`src/rtl/hhlu_pkg.sv`:
```
`timescale 1ns / 1ps

package hhlu_pkg;

   localparam logic [7:0] CH_NUL   = 8'h00;
   localparam logic [7:0] CH_TAB   = 8'h09;
   localparam logic [7:0] CH_LF    = 8'h0a;
   localparam logic [7:0] CH_CR    = 8'h0d;
   localparam logic [7:0] CH_SP    = 8'h20;
   localparam logic [7:0] CH_COLON = 8'h3a;
   localparam logic [7:0] CH_LC_H  = 8'h68;
   localparam logic [7:0] CH_LC_T  = 8'h74;
   localparam logic [7:0] CH_LC_P  = 8'h70;
   localparam logic [7:0] CH_UC_A  = 8'h41;
   localparam logic [7:0] CH_UC_Z  = 8'h5a;
   localparam logic [7:0] CASE_OFS = 8'h20;

   // number of signature bytes that must follow the slop
   localparam int SIG_LEN = 4;

   typedef struct packed {
      logic prev_cont;
      logic join_line;
      logic strip;
      logic open;
      logic cand;
      logic colon;
   } line_state_type;

   function automatic logic [7:0] to_lower(input logic [7:0] c);
      logic [7:0] r;
      r = c;
      if (c >= CH_UC_A && c <= CH_UC_Z) begin
         r = c + CASE_OFS;
      end
      return r;
   endfunction

endpackage

```
`src/rtl/http_header_line_unfolder.sv`:
```
`timescale 1ns / 1ps

// Header line unfolder. Raw header octets enter on the req_ channel, one per
// transaction; req_tlast closes a message and req_tuser says whether req_tdata
// carries a byte (a closing transaction may be empty). The assembled header
// text leaves on the rsp_ channel, one octet per transaction, with rsp_tlast on
// the second closing NUL of each message.
// The first output octet of an accepted byte passes the input register and then
// the result register, out of which it is valid on rsp_.
// With rsp_tready high one byte is taken per cycle; a line start that emits
// NUL plus the byte holds the input while the byte waits in the pending stage.
// The first SLOP_MAX+4 bytes are held; when they are resolved the block runs
// the slop search and replays the held bytes from the found offset on, with a
// NUL ahead of each line start among them, and the close of a message emits
// its two NULs; no byte is taken meanwhile.
// Reset clears the hold buffer count, the line state and both registers.
// When the receiver stalls, the result register and a one-octet pending stage
// hold their data, the engine stops and req_tready drops once the input
// register is full; nothing is lost or repeated.
module http_header_line_unfolder #(
   parameter int SLOP_MAX = 4
) (
   input  logic       clock,
   input  logic       reset,
   input  logic       req_tvalid,
   output logic       req_tready,
   input  logic [7:0] req_tdata,   // in_byte
   input  logic       req_tuser,   // has_byte
   input  logic       req_tlast,   // end_of_message
   output logic       rsp_tvalid,
   input  logic       rsp_tready,
   output logic [7:0] rsp_tdata,   // out_byte
   output logic       rsp_tlast    // out_last
);

   localparam int HOLD_LEN = SLOP_MAX + hhlu_pkg::SIG_LEN;
   localparam int IDX_W    = $clog2(HOLD_LEN);
   localparam int CNT_W    = $clog2(HOLD_LEN + 1);

   typedef enum logic [1:0] {
      PH_PREFIX,
      PH_STATUS,
      PH_LINES
   } phase_type;

   typedef enum logic [1:0] {
      M_RUN,
      M_RESOLVE,
      M_REPLAY,
      M_CLOSE
   } mode_type;

   // input register
   logic       in_v_ff, in_v_in;
   logic [7:0] in_data_ff;
   logic       in_has_ff;
   logic       in_last_ff;
   logic       in_take;

   // result register and pending octet
   logic       rsp_valid_ff, rsp_valid_in;
   logic [7:0] rsp_data_ff, rsp_data_in;
   logic       rsp_last_ff, rsp_last_in;
   logic       pend_v_ff, pend_v_in;
   logic [7:0] pend_byte_ff, pend_byte_in;
   logic       pend_last_ff, pend_last_in;
   logic       emit;
   logic       out_free;

   // engine state
   mode_type                 mode_ff, mode_in;
   phase_type                phase_ff, phase_in;
   hhlu_pkg::line_state_type ls_ff, ls_in;
   logic [CNT_W-1:0]         cnt_ff, cnt_in;
   logic [IDX_W-1:0]         idx_ff, idx_in;
   logic                     close_ff, close_in;

   // hold buffer
   logic [7:0]       la_ff [HOLD_LEN];
   logic             la_we;
   logic [IDX_W-1:0] skip;

   // line logic
   logic [7:0]               lb_c;
   logic                     lb_blank;
   logic                     lb_eol;
   hhlu_pkg::line_state_type lb_state;
   phase_type                lb_phase;
   logic [1:0]               lb_n;
   logic [7:0]               lb_b0;
   logic [7:0]               lb_b1;

   assign out_free   = !rsp_valid_ff || rsp_tready;
   assign req_tready = !in_v_ff || in_take;
   assign rsp_tvalid = rsp_valid_ff;
   assign rsp_tdata  = rsp_data_ff;
   assign rsp_tlast  = rsp_last_ff;

   // slop search: smallest offset with a case-insensitive signature match
   always_comb begin
      skip = '0;
      for (int i = SLOP_MAX; i >= 0; i--) begin
         if (cnt_ff >= CNT_W'(i + hhlu_pkg::SIG_LEN) &&
             hhlu_pkg::to_lower(la_ff[i])     == hhlu_pkg::CH_LC_H &&
             hhlu_pkg::to_lower(la_ff[i + 1]) == hhlu_pkg::CH_LC_T &&
             hhlu_pkg::to_lower(la_ff[i + 2]) == hhlu_pkg::CH_LC_T &&
             hhlu_pkg::to_lower(la_ff[i + 3]) == hhlu_pkg::CH_LC_P) begin
            skip = IDX_W'(i);
         end
      end
   end

   assign lb_c     = (mode_ff == M_REPLAY) ? la_ff[idx_ff] : in_data_ff;
   assign lb_blank = (lb_c == hhlu_pkg::CH_SP) || (lb_c == hhlu_pkg::CH_TAB);
   assign lb_eol   = (lb_c == hhlu_pkg::CH_CR) || (lb_c == hhlu_pkg::CH_LF);

   always_comb begin
      lb_state = ls_ff;
      lb_phase = phase_ff;
      lb_n     = 2'd0;
      lb_b0    = lb_c;
      lb_b1    = lb_c;
      if (phase_ff == PH_STATUS) begin
         if (lb_eol) begin
            lb_phase = PH_LINES;
         end else begin
            lb_n = 2'd1;
         end
      end else if (lb_eol) begin
         if (ls_ff.open) begin
            if (!ls_ff.join_line) begin
               lb_state.prev_cont = ls_ff.cand && ls_ff.colon;
            end
            lb_state.open      = 1'b0;
            lb_state.cand      = 1'b0;
            lb_state.join_line = 1'b0;
            lb_state.strip     = 1'b0;
            lb_state.colon     = 1'b0;
         end
      end else if (!ls_ff.open) begin
         if (ls_ff.prev_cont && lb_blank) begin
            lb_state.join_line = 1'b1;
            lb_state.strip     = 1'b1;
            lb_state.open      = 1'b1;
            lb_state.cand      = 1'b0;
            lb_n  = 2'd1;
            lb_b0 = hhlu_pkg::CH_SP;
         end else begin
            lb_state.join_line = 1'b0;
            lb_state.strip     = 1'b0;
            lb_state.colon     = 1'b0;
            lb_state.open      = 1'b1;
            lb_state.cand      = !lb_blank && (lb_c != hhlu_pkg::CH_COLON);
            lb_n  = 2'd2;
            lb_b0 = hhlu_pkg::CH_NUL;
         end
      end else if (ls_ff.join_line) begin
         if (!(ls_ff.strip && lb_blank)) begin
            lb_state.strip = 1'b0;
            lb_n = 2'd1;
         end
      end else begin
         lb_n = 2'd1;
         if (lb_c == hhlu_pkg::CH_COLON) begin
            lb_state.colon = 1'b1;
         end
      end
   end

   always_comb begin
      mode_in      = mode_ff;
      phase_in     = phase_ff;
      ls_in        = ls_ff;
      cnt_in       = cnt_ff;
      idx_in       = idx_ff;
      close_in     = close_ff;
      pend_v_in    = pend_v_ff;
      pend_byte_in = pend_byte_ff;
      pend_last_in = pend_last_ff;
      in_take      = 1'b0;
      la_we        = 1'b0;
      emit         = 1'b0;
      rsp_data_in  = rsp_data_ff;
      rsp_last_in  = rsp_last_ff;

      if (out_free) begin
         if (pend_v_ff) begin
            emit        = 1'b1;
            rsp_data_in = pend_byte_ff;
            rsp_last_in = pend_last_ff;
            pend_v_in   = 1'b0;
         end else begin
            case (mode_ff)
               M_RESOLVE: begin
                  phase_in = PH_STATUS;
                  if (cnt_ff == '0) begin
                     mode_in = close_ff ? M_CLOSE : M_RUN;
                  end else begin
                     idx_in  = skip;
                     mode_in = M_REPLAY;
                  end
               end
               M_REPLAY: begin
                  ls_in    = lb_state;
                  phase_in = lb_phase;
                  if (lb_n != 2'd0) begin
                     emit        = 1'b1;
                     rsp_data_in = lb_b0;
                     rsp_last_in = 1'b0;
                  end
                  if (lb_n == 2'd2) begin
                     pend_v_in    = 1'b1;
                     pend_byte_in = lb_b1;
                     pend_last_in = 1'b0;
                  end
                  if (CNT_W'(idx_ff) + CNT_W'(1) == cnt_ff) begin
                     cnt_in  = '0;
                     mode_in = close_ff ? M_CLOSE : M_RUN;
                  end else begin
                     idx_in = idx_ff + IDX_W'(1);
                  end
               end
               M_CLOSE: begin
                  emit         = 1'b1;
                  rsp_data_in  = hhlu_pkg::CH_NUL;
                  rsp_last_in  = 1'b0;
                  pend_v_in    = 1'b1;
                  pend_byte_in = hhlu_pkg::CH_NUL;
                  pend_last_in = 1'b1;
                  phase_in     = PH_PREFIX;
                  ls_in        = '0;
                  cnt_in       = '0;
                  close_in     = 1'b0;
                  mode_in      = M_RUN;
               end
               M_RUN: begin
                  if (in_v_ff) begin
                     in_take = 1'b1;
                     if (phase_ff == PH_PREFIX) begin
                        if (in_has_ff) begin
                           la_we  = 1'b1;
                           cnt_in = cnt_ff + CNT_W'(1);
                        end
                        if ((in_has_ff && cnt_ff + CNT_W'(1) == CNT_W'(HOLD_LEN)) ||
                            in_last_ff) begin
                           mode_in  = M_RESOLVE;
                           close_in = in_last_ff;
                        end
                     end else begin
                        if (in_has_ff) begin
                           ls_in    = lb_state;
                           phase_in = lb_phase;
                           if (lb_n != 2'd0) begin
                              emit        = 1'b1;
                              rsp_data_in = lb_b0;
                              rsp_last_in = 1'b0;
                           end
                           if (lb_n == 2'd2) begin
                              pend_v_in    = 1'b1;
                              pend_byte_in = lb_b1;
                              pend_last_in = 1'b0;
                           end
                        end
                        if (in_last_ff) begin
                           mode_in = M_CLOSE;
                        end
                     end
                  end
               end
               default: begin
                  mode_in = M_RUN;
               end
            endcase
         end
      end
   end

   assign in_v_in      = (req_tvalid && req_tready) ? 1'b1 : (in_take ? 1'b0 : in_v_ff);
   assign rsp_valid_in = emit ? 1'b1 : (rsp_tready ? 1'b0 : rsp_valid_ff);

   always_ff @(posedge clock) begin
      if (reset) begin
         in_v_ff      <= 1'b0;
         rsp_valid_ff <= 1'b0;
         rsp_data_ff  <= hhlu_pkg::CH_NUL;
         rsp_last_ff  <= 1'b0;
         pend_v_ff    <= 1'b0;
         mode_ff      <= M_RUN;
         phase_ff     <= PH_PREFIX;
         ls_ff        <= '0;
         cnt_ff       <= '0;
         idx_ff       <= '0;
         close_ff     <= 1'b0;
      end else begin
         in_v_ff      <= in_v_in;
         rsp_valid_ff <= rsp_valid_in;
         rsp_data_ff  <= rsp_data_in;
         rsp_last_ff  <= rsp_last_in;
         pend_v_ff    <= pend_v_in;
         mode_ff      <= mode_in;
         phase_ff     <= phase_in;
         ls_ff        <= ls_in;
         cnt_ff       <= cnt_in;
         idx_ff       <= idx_in;
         close_ff     <= close_in;
      end
   end

   // payload registers and hold buffer
   always_ff @(posedge clock) begin
      if (req_tvalid && req_tready) begin
         in_data_ff <= req_tdata;
         in_has_ff  <= req_tuser;
         in_last_ff <= req_tlast;
      end
      pend_byte_ff <= pend_byte_in;
      pend_last_ff <= pend_last_in;
      if (la_we) begin
         la_ff[cnt_ff[IDX_W-1:0]] <= in_data_ff;
      end
   end

   a_last_is_nul: assert property (@(posedge clock) disable iff (reset)
      rsp_tvalid && rsp_tlast |-> rsp_tdata == hhlu_pkg::CH_NUL)
      else $error("closing transaction carries a non-NUL octet");

   a_pend_behind_rsp: assert property (@(posedge clock) disable iff (reset)
      pend_v_ff |-> rsp_valid_ff)
      else $error("pending octet without an occupied result register");

   a_cnt_range: assert property (@(posedge clock) disable iff (reset)
      cnt_ff <= CNT_W'(HOLD_LEN))
      else $error("hold count beyond buffer depth");

   a_replay_idx: assert property (@(posedge clock) disable iff (reset)
      mode_ff == M_REPLAY |-> CNT_W'(idx_ff) < cnt_ff)
      else $error("replay index past held bytes");

endmodule
```
`config.mk`:
```
export PLATFORM = sky130hd
export DESIGN_NAME = http_header_line_unfolder
export DESIGN_NICKNAME = d
export VERILOG_FILES = /design/src/rtl/hhlu_pkg.sv /design/src/rtl/http_header_line_unfolder.sv
export SDC_FILE = /design/constraint.sdc
export NUM_CORES = 1
export LEC_CHECK = 0
export BUFFER_PORTS_ARGS = -buffer_cell sky130_fd_sc_hd__buf_4
export CAP_MARGIN = 20
export CORE_AREA = 2 2 106 108
export CTS_CLUSTER_SIZE = 12
export DETAILED_ROUTE_END_ITERATION = 10
export DIE_AREA = 0 0 108 110
export PLACE_DENSITY = 0.74
export SLEW_MARGIN = 10
export SYNTH_ARGS = -nofsm -noshare
export SYNTH_HDL_FRONTEND = slang
export SYNTH_SLANG_ARGS = --single-unit
```
`constraint.sdc`:
```
create_clock -name clock -period 6.04 [get_ports clock]
set_clock_uncertainty 0.1 [all_clocks]
set_input_delay 0.604 -clock clock [delete_from_list [all_inputs] [get_ports clock]]
set_output_delay 0.604 -clock clock [all_outputs]
set_load 0.02 [all_outputs]
```
==> qor.csv <==
metric,value,unit
run status,"complete, no violations",
Max Cap Viol,0,
xor/xnor share of the synthesized area,0.432,%
total power per unit cell area,322,nW/um2
DRC violation count after routing,0,
source-to-sink clock delay at the later pin of the worst-skew pair,0.53,ns
delay of the slowest cell on the worst path,0.72,ns
top-level I/O count,25,
global-route wire length before repair,23000,um
number of nets in the final layout,582,
number of buffers created by CTS,17,
total of endpoints with negative setup slack in the final report,0,
leakage power of the design,2.37,nW
type of the worst setup path,reg2reg,
dominant register cell in the synthesized netlist,edfxtp_1,
crit path to,pend_byte_ff[4]$_SDFFCE_PP0P_,
worst reg2reg setup slack,1.86,ns
number of diodes added for antenna fixing,0,
RSZ-0062 raised after global routing,no,
endpoint of the lowest-slack register-to-register path,pend_byte_ff[4]$_SDFFCE_PP0P_,
remaining global-route overflow,0,
dominant cell type by count on the critical path,mux2i_1,
async set or reset register ratio after synthesis,0,%
gate count after technology mapping,525,
CP required,6.18,ns
post-synthesis sequential element count,116,
Port-buffer cells,24,
Setup crit start kind,flip-flop,
area share of the largest cell type after synthesis,40.9,%
count of cells resized by post-cts repair,0,
cell type with the highest aggregate area in the netlist,edfxtp_1,
adder-cell share of the synthesized area,3.70,%
pin count of the biggest net entering global routing,30,
total setup buffers inserted after CTS,0,
unique cell type count in the Yosys netlist,77,
area grow syn2layout,13.5,%
ordered list of cells on the worst path,buf_4 -> mux4_2 -> mux2i_1 -> a21oi_1 -> or4_4 -> a211oi_2 -> a2111o_1 -> mux2i_1 -> nor2_1,
buffer depth of the longest clock path,2,
Max Clock Freq,239,MHz
CP arrival,4.32,ns
Critical Path Sink Type,flip-flop,
std cell rows,38,
vias per cell,6.55,
die width,108,um
clock root buffer,clkbuf_8,
simple-gate share of the synthesized area,16.1,%
first-iteration detailed-routing DRC count,488,
transition time of the tightest slew-check pin,0.874,ns
worst slew margin relative to its limit,41.7,%
antenna-violating nets left,0,
final hold violations,0,
initial cell density of the core,56.9,%
number of flops mapped to enable cells by yosys,83,
mux cell area share after synthesis,8.82,%
wire length per cell,20.9,um
cell types with the largest area share after synthesis,"edfxtp_1 41%, dfxtp_1 11%, mux2i_1 5.4%",
FILL cells,821,
Core Box Area,10700,um2
Pre-antenna DRT Iters,5,
routability cong.,0.935,
via count of the first global-routing pass,4331,
Worst path slowest cell,dfxtp_1,
fraction of layout cells with a size suffix above 1,16.3,%
initial antenna violation count,0,
Max VDD drop,225,uV
hold bufs inserted after CTS,0,
Worst-path clk slew,0.06,ns
Clock H-tree levels,4,
peak fanout along the critical path,12,
Die Y-Extent,110,um
total count of max-transition violations in the final report,0,
gr usage total,26.0,%
number of vias after detailed routing,4605,
accumulated negative setup slack,0,ns
TritonCTS sink count,116,
DP HPWL,10200,um
minimum clock period after layout,4.18,ns
Syn Nets,557,
Tightest Hold Check Type,in2reg,
Compound-Gate Fraction of Synth Area,16.0,%
origin of the worst min-delay path,req_tdata[1],
CTS tree,done,
share of the core filled with cells in the final layout,64.6,%
DRT Wirelength,14700,um
share of the cycle needed by the critical path after routing,69.2,%
post-synthesis area per instance,11.6,um2
combinational family with the most area after synthesis,simple AND/OR/NAND/NOR gates,
Syn. warnings,0,
Register-to-Register Path Depth,9,
Post-Synthesis Cell Area,6090,um2
die area,11900,um2
sequential area share after synthesis,51.8,%
[worst min path at each step]
stage                                    to  depth (start not counted)
floorplan             ls_ff[1]$_SDFFE_PP0P_                          2
global placement      ls_ff[5]$_SDFFE_PP0P_                          2
detailed placement    ls_ff[1]$_SDFFE_PP0P_                          2
CTS                     in_has_ff$_DFFE_PP_                          1
global route        in_data_ff[3]$_DFFE_PP_                          1
finish              in_data_ff[1]$_DFFE_PP_                          1
[cells in the mapped netlist (all sizes together) (4+ instances only)]
cell    number
nor2b       16
a31o         4
a21o        11
o21ai       12
a21oi       29
clkbuf      13
buf          9
a32oi        4
a22oi       15
a211oi      11
nor3b        4
nor2        56
mux2i       33
nor3        16
nand4        5
a31oi        4
nand3        6
dfxtp       33
nand2       31
and2         7
nand2b       8
inv         12
ha          18
or4          5
nor4         7
mux4         8
edfxtp      83
[final cells by class]
| type | count | area (um2) | area share (%) |
|---|---|---|---|
| clock buffer | 18 | 418 | 6.05 |
| clock inverter | 14 | 163 | 2.35 |
| inverter | 14 | 52.6 | 0.761 |
| multi-input combinational | 373 | 2740 | 39.7 |
| sequential | 116 | 3150 | 45.6 |
| tap | 140 | 175 | 2.54 |
| timing repair buffer | 28 | 205 | 2.97 |
[registers in the layout, summed over array words and instances, names as in the netlist, 2 cells and up, named ones only]
name,flops
mode_ff,2
in_data_ff,8
pend_byte_ff,8
phase_ff,2
cnt_ff,4
la_ff,64
idx_ff,3
ls_ff,6
rsp_tdata,8
[logic make-up (layout without fill, tap and decap cells)]
| family | after synthesis | count (layout) |
|---|---|---|
| and+or+nand+nor | 184 | 184 |
| AOI/OAI and AO/OA | 125 | 125 |
| DFF | 116 | 116 |
| muxes | 43 | 43 |
| buffers and inverters | 36 | 74 |
| adders and majority gates | 18 | 18 |
| xor gates and xnor gates | 3 | 3 |
[stage by stage]
step,hold WS [ns],cell area (um2),setup slack (ns),power (mW),instances
finish,0.151,6910,1.86,2.22,703
floorplan,0.338,6090,2.86,1.18,525
global route,0.133,6910,1.70,2.30,703
global placement,0.351,6310,2.06,1.23,668
CTS,0.139,6890,1.91,2.23,700
detailed placement,0.369,6310,1.96,1.24,668
[layout by cell type (no fill, tap or decap), types with 4 or more instances in the layout]
master / count
clkinv_2: 4
buf_4: 26
nor3b_1: 4
a32oi_1: 4
nor3_1: 16
nand3_1: 6
a211oi_2: 8
a21o_1: 11
dfxtp_1: 33
nand4_1: 5
inv_1: 12
nand2_1: 31
ha_1: 18
clkbuf_16: 16
or4_1: 4
nor2b_1: 16
and2_1: 6
edfxtp_1: 83
mux4_2: 8
a22oi_1: 15
nor2_1: 56
nand2b_1: 8
o21ai_0: 11
a21oi_1: 28
nor4_1: 7
a31oi_1: 4
mux2i_1: 33
[metal layers]
metal  wire length (um)  share of wire, %  GRT usage (%)
met2               6790                46           41.2
met3               1310               9.0           7.82
met1               6180                42           34.1
met4                388               2.6           9.62
met5                  0                 0              0
[worst max-delay path, delay by kind of cell, from the launching register on]
family                 cells  cell delay (ns)
buffers and inverters      1             0.35
and+or+nand+nor            2             0.66
DFF                        1             0.72
AOI/OAI and AO/OA          3             1.04
muxes                      3             1.02
[report_power, final]
part	switching (mW)	total [mW]	internal, mW
registers	0.0512	0.950	0.899
clock network	0.364	0.988	0.624
logic	0.161	0.284	0.123
total	0.577	2.22	1.65
(Power assumes the default switching activity.)
